<file path="src/hdl/ccrc_pkg.sv">
// Shared constants, types and the single-step LFSR function of the CRC update core.
`default_nettype none

package ccrc_pkg;

	// Widest CRC register the core supports, and the fixed width of the data field.
	localparam int CRC_BITS    = 32;
	localparam int DATA_BITS   = 32;
	localparam int IDX_BITS    = $clog2(CRC_BITS);
	localparam int DIDX_BITS   = $clog2(DATA_BITS);
	localparam int CNT_BITS    = $clog2(CRC_BITS + 1);
	localparam int CFG_BITS    = 32;
	localparam int WFIELD_BITS = 6;
	localparam int RIDX_BITS   = 3;

	typedef logic [CRC_BITS-1:0] crc_word_t;
	typedef logic [DATA_BITS-1:0] data_word_t;
	typedef logic [CNT_BITS-1:0] bit_cnt_t;

	// One column per CRC register bit, and one column per data bit.
	typedef crc_word_t [CRC_BITS-1:0] crc_cols_t;
	typedef crc_word_t [DATA_BITS-1:0] data_cols_t;

	typedef enum logic [RIDX_BITS-1:0] {
		REG_POLYNOMIAL    = 3'd0,
		REG_CRC_WIDTH     = 3'd1,
		REG_DATA_WIDTH    = 3'd2,
		REG_REFLECT_BITS  = 3'd3,
		REG_INVERT_RESULT = 3'd4,
		REG_INITIAL_VALUE = 3'd5
	} reg_idx_t;

	localparam logic [CFG_BITS-1:0]    RST_POLYNOMIAL = 32'h0000_0005;
	localparam logic [WFIELD_BITS-1:0] RST_CRC_WIDTH  = 6'd5;
	localparam logic [WFIELD_BITS-1:0] RST_DATA_WIDTH = 6'd4;
	localparam logic [CFG_BITS-1:0]    RST_INIT_VALUE = 32'hFFFF_FFFF;
	localparam crc_word_t RST_CRC = RST_INIT_VALUE &
		((crc_word_t'(1) << RST_CRC_WIDTH) - crc_word_t'(1));

	// Effective configuration after clamping and masking.
	typedef struct packed {
		crc_word_t poly;
		crc_word_t init;
		crc_word_t mask;
		bit_cnt_t  width;
		bit_cnt_t  nbits;
		logic      reflect;
		logic      invert;
	} cfg_t;

	// One shift of the CRC register with a zero data bit.
	function automatic crc_word_t crc_advance(input crc_word_t v, input cfg_t c);
		bit_cnt_t  top_pos;
		logic      fb;
		crc_word_t r;
		top_pos = c.width - bit_cnt_t'(1);
		fb      = v[top_pos[IDX_BITS-1:0]];
		r       = v << 1;
		if (fb) begin
			r = r ^ c.poly;
		end
		return r & c.mask;
	endfunction

endpackage

`default_nettype wire

</file>
<file path="src/hdl/ccrc_cfg_regs.sv">
// Configuration registers of the CRC update core and their clamped, masked view.
`default_nettype none

module ccrc_cfg_regs (
	input  logic                                clk,
	input  logic                                arst_n,
	input  logic                                cfg_valid,
	input  logic                                cfg_ready,
	input  logic [ccrc_pkg::RIDX_BITS-1:0]      cfg_index,
	input  logic [ccrc_pkg::CFG_BITS-1:0]       cfg_data,
	output logic                                cfg_wr,
	output ccrc_pkg::cfg_t                      cfg
);

	logic [ccrc_pkg::CFG_BITS-1:0]    poly_q;
	logic [ccrc_pkg::WFIELD_BITS-1:0] crc_width_q;
	logic [ccrc_pkg::WFIELD_BITS-1:0] data_width_q;
	logic                             reflect_q;
	logic                             invert_q;
	logic [ccrc_pkg::CFG_BITS-1:0]    init_q;

	localparam logic [ccrc_pkg::WFIELD_BITS-1:0] WMIN = ccrc_pkg::WFIELD_BITS'(2);
	localparam logic [ccrc_pkg::WFIELD_BITS-1:0] WMAX =
		ccrc_pkg::WFIELD_BITS'(ccrc_pkg::CRC_BITS);

	logic [ccrc_pkg::WFIELD_BITS-1:0] width_c;
	logic [ccrc_pkg::WFIELD_BITS-1:0] nbits_c;
	ccrc_pkg::crc_word_t              mask_c;

	assign cfg_wr = cfg_valid & cfg_ready;

	always @(posedge clk or negedge arst_n) begin
		if (!arst_n) begin
			poly_q       <= ccrc_pkg::RST_POLYNOMIAL;
			crc_width_q  <= ccrc_pkg::RST_CRC_WIDTH;
			data_width_q <= ccrc_pkg::RST_DATA_WIDTH;
			reflect_q    <= 1'b0;
			invert_q     <= 1'b0;
			init_q       <= ccrc_pkg::RST_INIT_VALUE;
		end else if (cfg_wr) begin
			case (ccrc_pkg::reg_idx_t'(cfg_index))
				ccrc_pkg::REG_POLYNOMIAL: begin
					poly_q <= cfg_data;
				end
				ccrc_pkg::REG_CRC_WIDTH: begin
					crc_width_q <= cfg_data[ccrc_pkg::WFIELD_BITS-1:0];
				end
				ccrc_pkg::REG_DATA_WIDTH: begin
					data_width_q <= cfg_data[ccrc_pkg::WFIELD_BITS-1:0];
				end
				ccrc_pkg::REG_REFLECT_BITS: begin
					reflect_q <= cfg_data[0];
				end
				ccrc_pkg::REG_INVERT_RESULT: begin
					invert_q <= cfg_data[0];
				end
				ccrc_pkg::REG_INITIAL_VALUE: begin
					init_q <= cfg_data;
				end
				default: begin
				end
			endcase
		end
	end

	// Out-of-range widths are pulled into range.
	always @* begin
		if (crc_width_q < WMIN) begin
			width_c = WMIN;
		end else if (crc_width_q > WMAX) begin
			width_c = WMAX;
		end else begin
			width_c = crc_width_q;
		end
		if (data_width_q == '0) begin
			nbits_c = ccrc_pkg::WFIELD_BITS'(1);
		end else if (data_width_q > width_c) begin
			nbits_c = width_c;
		end else begin
			nbits_c = data_width_q;
		end
		for (int i = 0; i < ccrc_pkg::CRC_BITS; i++) begin
			mask_c[i] = (ccrc_pkg::WFIELD_BITS'(i) < width_c);
		end
	end

	assign cfg.poly    = poly_q[ccrc_pkg::CRC_BITS-1:0] & mask_c;
	assign cfg.init    = init_q[ccrc_pkg::CRC_BITS-1:0] & mask_c;
	assign cfg.mask    = mask_c;
	assign cfg.width   = ccrc_pkg::CNT_BITS'(width_c);
	assign cfg.nbits   = ccrc_pkg::CNT_BITS'(nbits_c);
	assign cfg.reflect = reflect_q;
	assign cfg.invert  = invert_q;

endmodule

`default_nettype wire

</file>
<file path="config.mk">
export PLATFORM = sky130hd
export DESIGN_NAME = ccrc_cfg_regs
export DESIGN_NICKNAME = d
export VERILOG_FILES = /design/src/hdl/ccrc_pkg.sv /design/src/hdl/ccrc_cfg_regs.sv
export SDC_FILE = /design/constraint.sdc
export NUM_CORES = 1
export LEC_CHECK = 0
export ABC_AREA = 1
export BUFFER_PORTS_ARGS = -buffer_cell sky130_fd_sc_hd__buf_2
export CAP_MARGIN = 15
export CORE_UTILIZATION = 50
export DETAILED_ROUTE_END_ITERATION = 7
export HOLD_SLACK_MARGIN = 0.15
export PLACE_DENSITY = 0.91
export SYNTH_ARGS = -nofsm -noshare
export SYNTH_HDL_FRONTEND = slang
export SYNTH_SLANG_ARGS = --single-unit
</file>
<file path="constraint.sdc">
create_clock -name clk -period 2.5 [get_ports clk]
set_clock_uncertainty 0.05 [all_clocks]
set_input_delay 0.125 -clock clk [delete_from_list [all_inputs] [get_ports clk]]
set_output_delay 0.125 -clock clk [all_outputs]
set_load 0.02 [all_outputs]
</file>
==> results of run 1 <==
==> area by class of cell <==
class                   instances  area (sq um)
fillers                       653          2316
flip-flops and latches         78          1999
multi-input cells             340          1775
repair buffers                202          1267
inverters                     127         481.7
clock buffers                  11         141.4
well taps                     105         131.4
clock inverters                 5         103.9
==> metal layers <==
layer,GRT usage,vias to the layer above,share of wire
met3,0.06392,28,0.067
met4,0.1077,0,0.023
met2,0.4571,176,0.48
met1,0.3652,2010,0.43
met5,0,-,0
li1,-,2080,-
==> per-stage QoR <==
stage,hold slack (ps),setup TNS (ps)
3_5_place_dp,132.1,0
3_3_place_gp,119.1,0
4_1_cts,201.0,0
6_report,218.8,0
5_1_grt,251.0,-652.9
2_1_floorplan,-220.6,0
==> worst max-delay path: stages (launching register included) <==
cell and delay, ps:
dfstp_2 610, nor2_4 70, nand3b_1 90, nand2_2 90, nand2_2 110, ha_4 230
nand2_2 80, nand2_2 60, nand2_4 100, nand3_4 120, nand3_2 100, nand2_1 50
nor2_1 130, buf_4 150
==> state kept, by name (all words and copies together) (netlist names) <==
name,count
init_q,32
invert_q,1
reflect_q,1
poly_q,32
data_width_q,6
crc_width_q,6
==> Yosys cell counts (all sizes together) (2+ instances only) <==
library cell	instances	share of area
a21boi	8	0.014
a21oi	8	0.0094
a31oi	2	0.0029
buf	13	0.026
clkbuf	19	0.017
dfrtp	41	0.24
dfstp	37	0.23
ha	6	0.018
inv	127	0.11
nand2	139	0.13
nand3	20	0.025
nor2	66	0.070
nor3	2	0.0035
o211ai	2	0.0035
o21ai	81	0.096
==> worst max path at each step <==
stage	startpoint	end	cells after the start
2_1_floorplan	crc_width_q[5]	cfg[3]	10
3_3_place_gp	crc_width_q[2]	cfg[6]	13
3_5_place_dp	crc_width_q[5]	cfg[6]	10
4_1_cts	crc_width_q[5]	cfg[6]	11
5_1_grt	crc_width_q[2]	cfg[7]	13
6_report	crc_width_q[2]	cfg[7]	13
==> report_power, final <==
part / switching (mW) / total (mW) / internal, mW
registers: 0.187 / 1.80 / 1.61
clock network: 0.454 / 1.15 / 0.693
logic: 1.67 / 2.58 / 0.904
total: 2.31 / 5.52 / 3.21
==> timing repair <==
item                       in CTS  in global routing
pin swaps                       9                 16
gates resized for setup        23                 13
setup endpoints to repair       6                  6
setup buffers                   6                  1
hold endpoints to repair      156                  0
hold buffers                   37                  0
cloned                          2                  0
==> cell families (layout without fill, tap and decap cells) <==
kind of cell	count (synthesis)	in the layout
AOI/OAI and AO/OA	101	101
and+or+nand+nor	229	231
adders and majority gates	6	6
DFF	78	78
other	1	2
buffers and inverters	159	345
==> run summary, run 1 <==
DR WL/cell: 13.74 um
CTS tree: yes
Hold Startpoint: cfg_ready
Final #Nets: 803
Die Width: 94.32 um
Synth Area in Simple Gates: 0.2325
Max Cap Viol: 0
# H-tree levels: 3
crit-path max FO: 6
RD Place Congestion: 0.8926
#FFs+latches synth: 78
IO Port Bufs: 147
DR vias: 4294
DR pass1 iterations: 5
P per Cell Area: 935.4 nW/um^2
Max Buffers Root-to-Sink: 2
CP Launch Type: flip-flop
setup violators final: 0
Setup crit end kind: output port
Initial Util: 0.5187
main combinational cell family by area after synthesis: simple AND/OR/NAND/NOR gates
DRC viols: 0
worst r2r dst: crc_width_q[5]
area of placed instances: 5055 sq um
DRT iter0 DRCs: 231
post-route insts no fill: 868
FF-to-FF Start: crc_width_q[5]
total power: 5.520 mW
Synth Area in XOR/XNOR: 0
Core ar.: 8217 sq um
Post-Route WL: 11930 um
Area Growth Syn to Fin: 38.46%
Clock Root Buffer: clkbuf_8
R2R setup slack: 1390 ps
CP arrival: 2320 ps
register area share after synthesis: 0.4689
Post-Syn Instances: 574
initial antenna violation count: 0
Syn Area/Cell: 7.424 sq um
PnR worst setup slack: 2.802 ps
cts bufs inserted: 9
grt total ovfl: 0
most frequent cells in the layout: 143 x buf_2, 123 x nand2_1, 122 x inv_1
via/cell ratio: 4.947
number of flops mapped to enable cells by yosys: 0
Post-DRT Antenna Nets: 0
final core utilization: 0.7181
antenna cells: 0
Most used DFF post-synth: dfrtp_1
area fraction in compound gates after synthesis: 0.1260
Leakage Power: 3.324 nW
Slew headroom: 0.6107
Final HPWL DP: 8059 um
hold path cells: 5
largest net degree at the start of global routing: 79
Max IR drop VDD: 0.4884 mV
Fmax: 0.4004 GHz
row cnt: 33
overall routing resource usage: 0.2814
post-synthesis cell area: 4262 sq um
pre-CTS setup slack: 90.97 ps
CTS Sinks: 78
Die ar.: 8896 sq um
Hold EP: reflect_q
status: complete, no violations
Synth cell types: 30
Critical Path RT: 2330 ps
Synth Area in Adders: 0.01762
Die Ht: 94.32 um
Clock Latency Late Sink: 340 ps
fin. max-slew vios: 0
Yosys warning total: 0
fin area: 5901 sq um
hold crit path type: primary input to flip-flop
CTS clk-pin slew, worst paths: 80 ps
RSZ-0062 raised after global routing: yes
I/O pin count: 150
Worst Max-Slew Pin Slew: 583.9 ps
r2r worst-path depth: 4
CP Class: flip-flop to output port
minimum clock period: 2497 ps
final hold vios: 0
placed cells: 806
vias in the first global route: 4205
ys async rst share: 1.000
first-pass GRT wire length: 19360 um
fraction of layout instances using a drive strength above 1: 0.3434
Final Cycle Share: 0.9989
commonest non-fill, non-tap cell in the layout: buf_2
mux share of post-synthesis cell area: 0
No activity file was read; power rests on OpenSTA's default activity.
==> run 2, diff against run 1 <==
--- a/config.mk
+++ b/config.mk
@@ -11,7 +11,8 @@
 export CORE_UTILIZATION = 50
 export DETAILED_ROUTE_END_ITERATION = 7
 export HOLD_SLACK_MARGIN = 0.15
-export PLACE_DENSITY = 0.91
+export PLACE_DENSITY = 0.8
+export REMOVE_ABC_BUFFERS = 1
 export SYNTH_ARGS = -nofsm -noshare
 export SYNTH_HDL_FRONTEND = slang
 export SYNTH_SLANG_ARGS = --single-unit
==> run summary, run 2 (same netlist as run 1, synthesis figures left out) <==
status: finished with violations (was complete, no violations)
violated checks: setup timing
final hold vios: 0 (unchanged)
Die Ht: 94.32 um (unchanged)
row cnt: 33 (unchanged)
Max stage delay on crit path: 410 ps (was 610 ps)
I/O pin count: 150 (unchanged)
initial antenna violation count: 0 (unchanged)
Area Growth Syn to Fin: 37.08% (was 38.46%)
post-route insts no fill: 867 (was 868)
CP bufs+invs: 1 (unchanged)
most frequent cells in the layout: 140 x buf_2, 123 x inv_1, 123 x nand2_1 (was 143 x buf_2, 123 x nand2_1, 122 x inv_1)
Max IR drop VDD: 0.5344 mV (was 0.4884 mV)
CTS Sinks: 78 (unchanged)
Critical Path RT: 2330 ps (about the same)
Final Cycle Share: 1.050 (was 0.9989)
first-pass GRT wire length: 17600 um (was 19360 um)
grt total ovfl: 0 (unchanged)
DR vias: 4197 (was 4294)
placed cells: 803 (was 806)
area of placed instances: 5020 sq um (was 5055 sq um)
vias in the first global route: 3902 (was 4205)
hold path cells: 5 (unchanged)
Die ar.: 8896 sq um (unchanged)
area of the multi-input gates: 1774 sq um (was 1775 sq um)
r2r worst-path depth: 3 (was 4)
total power: 5.228 mW (was 5.520 mW)
antenna cells: 0 (unchanged)
Worst path depth: 12 (was 13)
Worst Max-Slew Pin Slew: 961.3 ps (was 583.9 ps)
Clock Latency Late Sink: 330 ps (was 340 ps)
Fmax: 0.3810 GHz (was 0.4004 GHz)
Clock Root Buffer: clkbuf_8 (unchanged)
DR pass1 iterations: 5 (unchanged)
final core utilization: 0.7110 (was 0.7181)
DRC viols: 0 (unchanged)
cell family with most CP delay: simple AND/OR/NAND/NOR gates (unchanged)
P per Cell Area: 895.0 nW/um^2 (was 935.4 nW/um^2)
Core ar.: 8217 sq um (unchanged)
Final #Nets: 802 (was 803)
minimum clock period: 2624 ps (was 2497 ps)
fin. max-slew vios: 0 (unchanged)
worst r2r dst: reflect_q (was crc_width_q[5])
Leakage Power: 3.287 nW (was 3.324 nW)
worst-path cell chain: nor2_4 -> nand3b_1 -> nand2_2 -> nand2_4 -> ha_4 -> nand2_4 -> nor2_4 -> nand3_4 -> nand3_1 -> nand2_1 -> nor2_1 -> buf_4 (was nor2_4 -> nand3b_1 -> nand2_2 -> nand2_2 -> ha_4 -> nand2_2 -> nand2_2 -> nand2_4 -> nand3_4 -> nand3_2 -> nand2_1 -> nor2_1 -> buf_4)
crit-path max FO: 6 (unchanged)
Setup crit end kind: output port (unchanged)
Post-Route WL: 11340 um (was 11930 um)
overall routing resource usage: 0.2538 (was 0.2814)
# H-tree levels: 3 (unchanged)
hold crit path type: primary input to flip-flop (unchanged)
CP Class: flip-flop to output port (unchanged)
setup violators final: 1 (was 0)
Initial Util: 0.5187 (unchanged)
fraction of layout instances using a drive strength above 1: 0.3412 (was 0.3434)
# fillers: 649 (was 653)
IO Port Bufs: 147 (unchanged)
Max Cap Viol: 0 (unchanged)
largest net degree at the start of global routing: 79 (unchanged)
PnR worst setup slack: -124.3 ps (was 2.802 ps)
Die Width: 94.32 um (unchanged)
Slew headroom: 0.3591 (was 0.6107)
DRT iter0 DRCs: 216 (was 231)
R2R setup slack: 1260 ps (was 1390 ps)
Hold Startpoint: cfg_index[2] (was cfg_ready)
CTS tree: yes (unchanged)
DR WL/cell: 13.08 um (was 13.74 um)
cts bufs inserted: 9 (unchanged)
Max Buffers Root-to-Sink: 2 (unchanged)
Hold EP: invert_q (was reflect_q)
Regs by FF count: init_q (32), poly_q (32) (unchanged)
Final HPWL DP: 7380 um (was 8059 um)
CP Launch Type: flip-flop (unchanged)
Post-DRT Antenna Nets: 0 (unchanged)
slowest cell on the critical path: dfrtp_1 (was dfstp_2)
via/cell ratio: 4.841 (was 4.947)
RSZ-0062 raised after global routing: yes (unchanged)
CTS clk-pin slew, worst paths: 80 ps (about the same)
RD Place Congestion: 0.8437 (was 0.8926)
FF-to-FF Start: reflect_q (was crc_width_q[5])
commonest non-fill, non-tap cell in the layout: buf_2 (unchanged)
sequential cell area: 2001 sq um (was 1999 sq um)
setup TNS: -124.3 ps (was 0 ps)
CP arrival: 2450 ps (was 2320 ps)
fin area: 5842 sq um (was 5901 sq um)
==> run 2: changes by cell type in the layout (fill, tap and decap cells not counted), moves of 2 or more <==
cell        previous run  this run
buf_2                143       140
bufinv_16              3         0
nor2_2                 3         1
clkinvlp_4             0         2
==> run 2: power by group <==
| part | switching (mW) | internal, mW | total, mW |
|---|---|---|---|
| Clock | 0.454 | 0.413 | 0.867 |
| Sequential | 0.187 | 1.61 | 1.80 |
| Combinational | 1.64 | 0.921 | 2.56 |
| Total | 2.28 | 2.94 | 5.23 |
==> run 2: layout make-up <==
class | instances | area share
inverters | 127 | 0.08203
multi-input cells | 340 | 0.3037
repair buffers | 201 | 0.2176
clock inverters | 5 | 0.005783
clock buffers | 11 | 0.02592
well taps | 105 | 0.02249
flip-flops and latches | 78 | 0.3425
==> run 2: what timing repair did <==
action	4_1_cts	5_1_grt
hold endpoints to repair	119	0
pin swaps	2	15
gates resized for setup	9	29
setup endpoints to repair	6	6
hold buffers	37	0
gates cloned	2	0
buffers inserted	5	4
==> run 2: tightest hold or removal path, delay by kind of cell <==
kind / cells / cell delay (ps)
and+or+nand+nor: 1 / 60
AOI/OAI and AO/OA: 2 / 170
buffers and inverters: 2 / 140
==> run 2: per-stage QoR <==
step | setup slack (ps) | hold WS [ps]
6_report | -124.3 | 170.9
5_1_grt | -234.3 | 218.8
4_1_cts | 7.963 | 155.4
3_5_place_dp | 53.67 | 287.7
3_3_place_gp | 122.4 | 281.4
2_1_floorplan | -205.6 | -220.6
==> run 2: layer usage <==
layer | GRT usage | part of all wire | up-vias
met4 | 0.1064 | 0.025 | 0
met3 | 0.03641 | 0.060 | 30
met1 | 0.3286 | 0.43 | 1904
li1 | - | - | 2086
met5 | 0 | 0 | -
met2 | 0.4245 | 0.49 | 177
==> run 2: how the worst max path moves through the flow <==
stage                         startpoint     end  slack [ps]
final                     crc_width_q[3]  cfg[4]        -120
after global routing      crc_width_q[3]  cfg[4]        -230
after CTS                 crc_width_q[4]  cfg[7]           8
after detailed placement  crc_width_q[4]  cfg[7]          50
after global placement    crc_width_q[4]  cfg[7]         120
after floorplan           crc_width_q[5]  cfg[3]        -210
==> run 3, diff against run 2 <==
--- a/config.mk
+++ b/config.mk
@@ -8,10 +8,12 @@
 export ABC_AREA = 1
 export BUFFER_PORTS_ARGS = -buffer_cell sky130_fd_sc_hd__buf_2
 export CAP_MARGIN = 15
-export CORE_UTILIZATION = 50
+export CELL_PAD_IN_SITES_DETAIL_PLACEMENT = 0
+export CELL_PAD_IN_SITES_GLOBAL_PLACEMENT = 2
+export CORE_UTILIZATION = 27
 export DETAILED_ROUTE_END_ITERATION = 7
 export HOLD_SLACK_MARGIN = 0.15
-export PLACE_DENSITY = 0.8
+export PLACE_DENSITY_LB_ADDON = 0.1
 export REMOVE_ABC_BUFFERS = 1
 export SYNTH_ARGS = -nofsm -noshare
 export SYNTH_HDL_FRONTEND = slang
==> run summary, run 3 (same netlist as run 1, synthesis figures left out) <==
status: complete, no violations (was finished with violations)
Die Ht: 127.6 um (was 94.32 um)
DRC viols: 0 (unchanged)
CP Class: flip-flop to output port (unchanged)
commonest non-fill, non-tap cell in the layout: buf_2 (unchanged)
cell family with most CP delay: simple AND/OR/NAND/NOR gates (unchanged)
minimum clock period: 2474 ps (was 2624 ps)
Post-Route WL: 12960 um (was 11340 um)
Final HPWL DP: 9162 um (was 7380 um)
Clock Root Buffer: clkbuf_16 (was clkbuf_8)
largest net degree at the start of global routing: 79 (unchanged)
fraction of layout instances using a drive strength above 1: 0.3464 (was 0.3412)
Final Cycle Share: 0.9896 (was 1.050)
row cnt: 45 (was 33)
R2R setup slack: 1500 ps (was 1260 ps)
Slew headroom: 0.3139 (was 0.3591)
DR vias: 4106 (was 4197)
worst-path cell chain: nor2_4 -> nand3b_1 -> nand2_2 -> nand2_4 -> ha_4 -> nand2_1 -> nand2_1 -> nand2_2 -> nand3_4 -> nand3_1 -> nand2_1 -> nor2_1 -> buf_2 (was nor2_4 -> nand3b_1 -> nand2_2 -> nand2_4 -> ha_4 -> nand2_4 -> nor2_4 -> nand3_4 -> nand3_1 -> nand2_1 -> nor2_1 -> buf_4)
Initial Util: 0.2783 (was 0.5187)
Max Cap Viol: 0 (unchanged)
Max IR drop VDD: 0.4826 mV (was 0.5344 mV)
CTS tree: yes (unchanged)
Die ar.: 16290 sq um (was 8896 sq um)
setup TNS: 0 ps (was -124.3 ps)
Leakage Power: 3.367 nW (was 3.287 nW)
Area Growth Syn to Fin: 43.63% (was 37.08%)
CP bufs+invs: 1 (unchanged)
Setup crit end kind: output port (unchanged)
DR pass1 iterations: 4 (was 5)
Fmax: 0.4042 GHz (was 0.3810 GHz)
DR WL/cell: 13.28 um (was 13.08 um)
initial antenna violation count: 0 (unchanged)
DRT iter0 DRCs: 134 (was 216)
most used cell, CP: nand2_1
Post-DRT Antenna Nets: 0 (unchanged)
antenna cells: 0 (unchanged)
slowest cell on the critical path: dfstp_2 (was dfrtp_1)
crit-path max FO: 6 (unchanged)
via/cell ratio: 4.207 (was 4.841)
hold crit path type: primary input to flip-flop (unchanged)
IO Port Bufs: 147 (unchanged)
Max stage delay on crit path: 600 ps (was 410 ps)
RSZ-0062 raised after global routing: yes (unchanged)
CTS clk-pin slew, worst paths: 60 ps (was 80 ps)
Worst Max-Slew Pin Slew: 1029 ps (was 961.3 ps)
I/O pin count: 150 (unchanged)
first-pass GRT wire length: 20660 um (was 17600 um)
vias in the first global route: 4040 (was 3902)
most frequent cells in the layout: 142 x buf_2, 123 x inv_1, 123 x nand2_1 (was 140 x buf_2, 123 x inv_1, 123 x nand2_1)
Critical Path RT: 2330 ps (about the same)
Core ar.: 15310 sq um (was 8217 sq um)
Clock Latency Late Sink: 340 ps (was 330 ps)
CTS Sinks: 78 (unchanged)
grt total ovfl: 0 (unchanged)
Regs by FF count: init_q (32), poly_q (32) (unchanged)
Final #Nets: 805 (was 802)
total power: 5.699 mW (was 5.228 mW)
final hold vios: 0 (unchanged)
RD Place Congestion: 0.7770 (was 0.8437)
setup violators final: 0 (was 1)
P per Cell Area: 931.1 nW/um^2 (was 895.0 nW/um^2)
Max Buffers Root-to-Sink: 2 (unchanged)
# H-tree levels: 3 (unchanged)
CP Launch Type: flip-flop (unchanged)
cts bufs inserted: 9 (unchanged)
CP arrival: 2300 ps (was 2450 ps)
Die Width: 127.6 um (was 94.32 um)
overall routing resource usage: 0.1674 (was 0.2538)
fin. max-slew vios: 0 (unchanged)
## run 3: cell count changes in the layout (fill, tap and decap cells not counted), moves of 2 or more
cell       before  now
clkbuf_16       0    9
clkbuf_8       11    2
nor2_2          1    3
nor2_1         59   57
buf_2         140  142
## run 3: stage by stage
stage	cell area, sq um	utilization	std cells	worst slack [ps]	hold WS [ps]
final	6121	0.3997	976	26.08	203.0
after global routing	6121	0.3997	976	-89.56	218.3
after CTS	5954	0.3888	970	2.935	186.4
after detailed placement	5200	0.3395	912	54.19	312.2
after global placement	5200	0.3395	912	115.5	308.2
after floorplan	4085	-	543	-205.6	-220.6
## run 3: routing by layer
layer | up-vias | share of wire | GRT usage | routed length (um)
li1 | 2093 | - | - | -
met1 | 1883 | 0.46 | 0.2105 | 5992
met2 | 115 | 0.46 | 0.2690 | 5909
met3 | 15 | 0.066 | 0.05235 | 857
met4 | 0 | 0.016 | 0.06298 | 201
met5 | - | 0 | 0 | 0
## run 3: worst paths after layout
check                          startpoint              to  depth (start not counted)
min in group asynchronous          arst_n       poly_q[9]                          2
hold / removal                  cfg_ready       reflect_q                          5
hold reg to reg                 poly_q[7]       poly_q[7]                          2
setup / recovery           crc_width_q[2]          cfg[5]                         13
setup reg to reg           crc_width_q[5]  crc_width_q[5]                          3
max in group asynchronous          arst_n  crc_width_q[4]                          2
## run 3: area by class of cell
cell class                      count  area (sq um)
Fill cell                        1681          9194
Inverter                          127         479.2
Multi-Input combinational cell    340          1770
Tap cell                          211         264.0
Timing Repair Buffer              204          1297
Clock inverter                      5         56.30
Sequential cell                    78          2001
Clock buffer                       11         252.7
## run 3: power breakdown
part,switching (mW),internal (mW)
clock,0.522,0.827
sequential,0.185,1.61
combinational,1.64,0.910
## run 3: repair_timing
action,in CTS,in global routing
hold buffers,37,0
pin swaps,1,13
setup endpoints to repair,8,6
gates cloned,2,0
resized for setup,10,26
buffers inserted,3,6
hold endpoints to repair,119,0
## run 3: worst reg2reg max path: cells and delay by family, from the launching register on
family	cells	cell delay [ps]
buffers and inverters	1	190
and+or+nand+nor	1	50
DFF	1	510
AOI/OAI and AO/OA	1	70
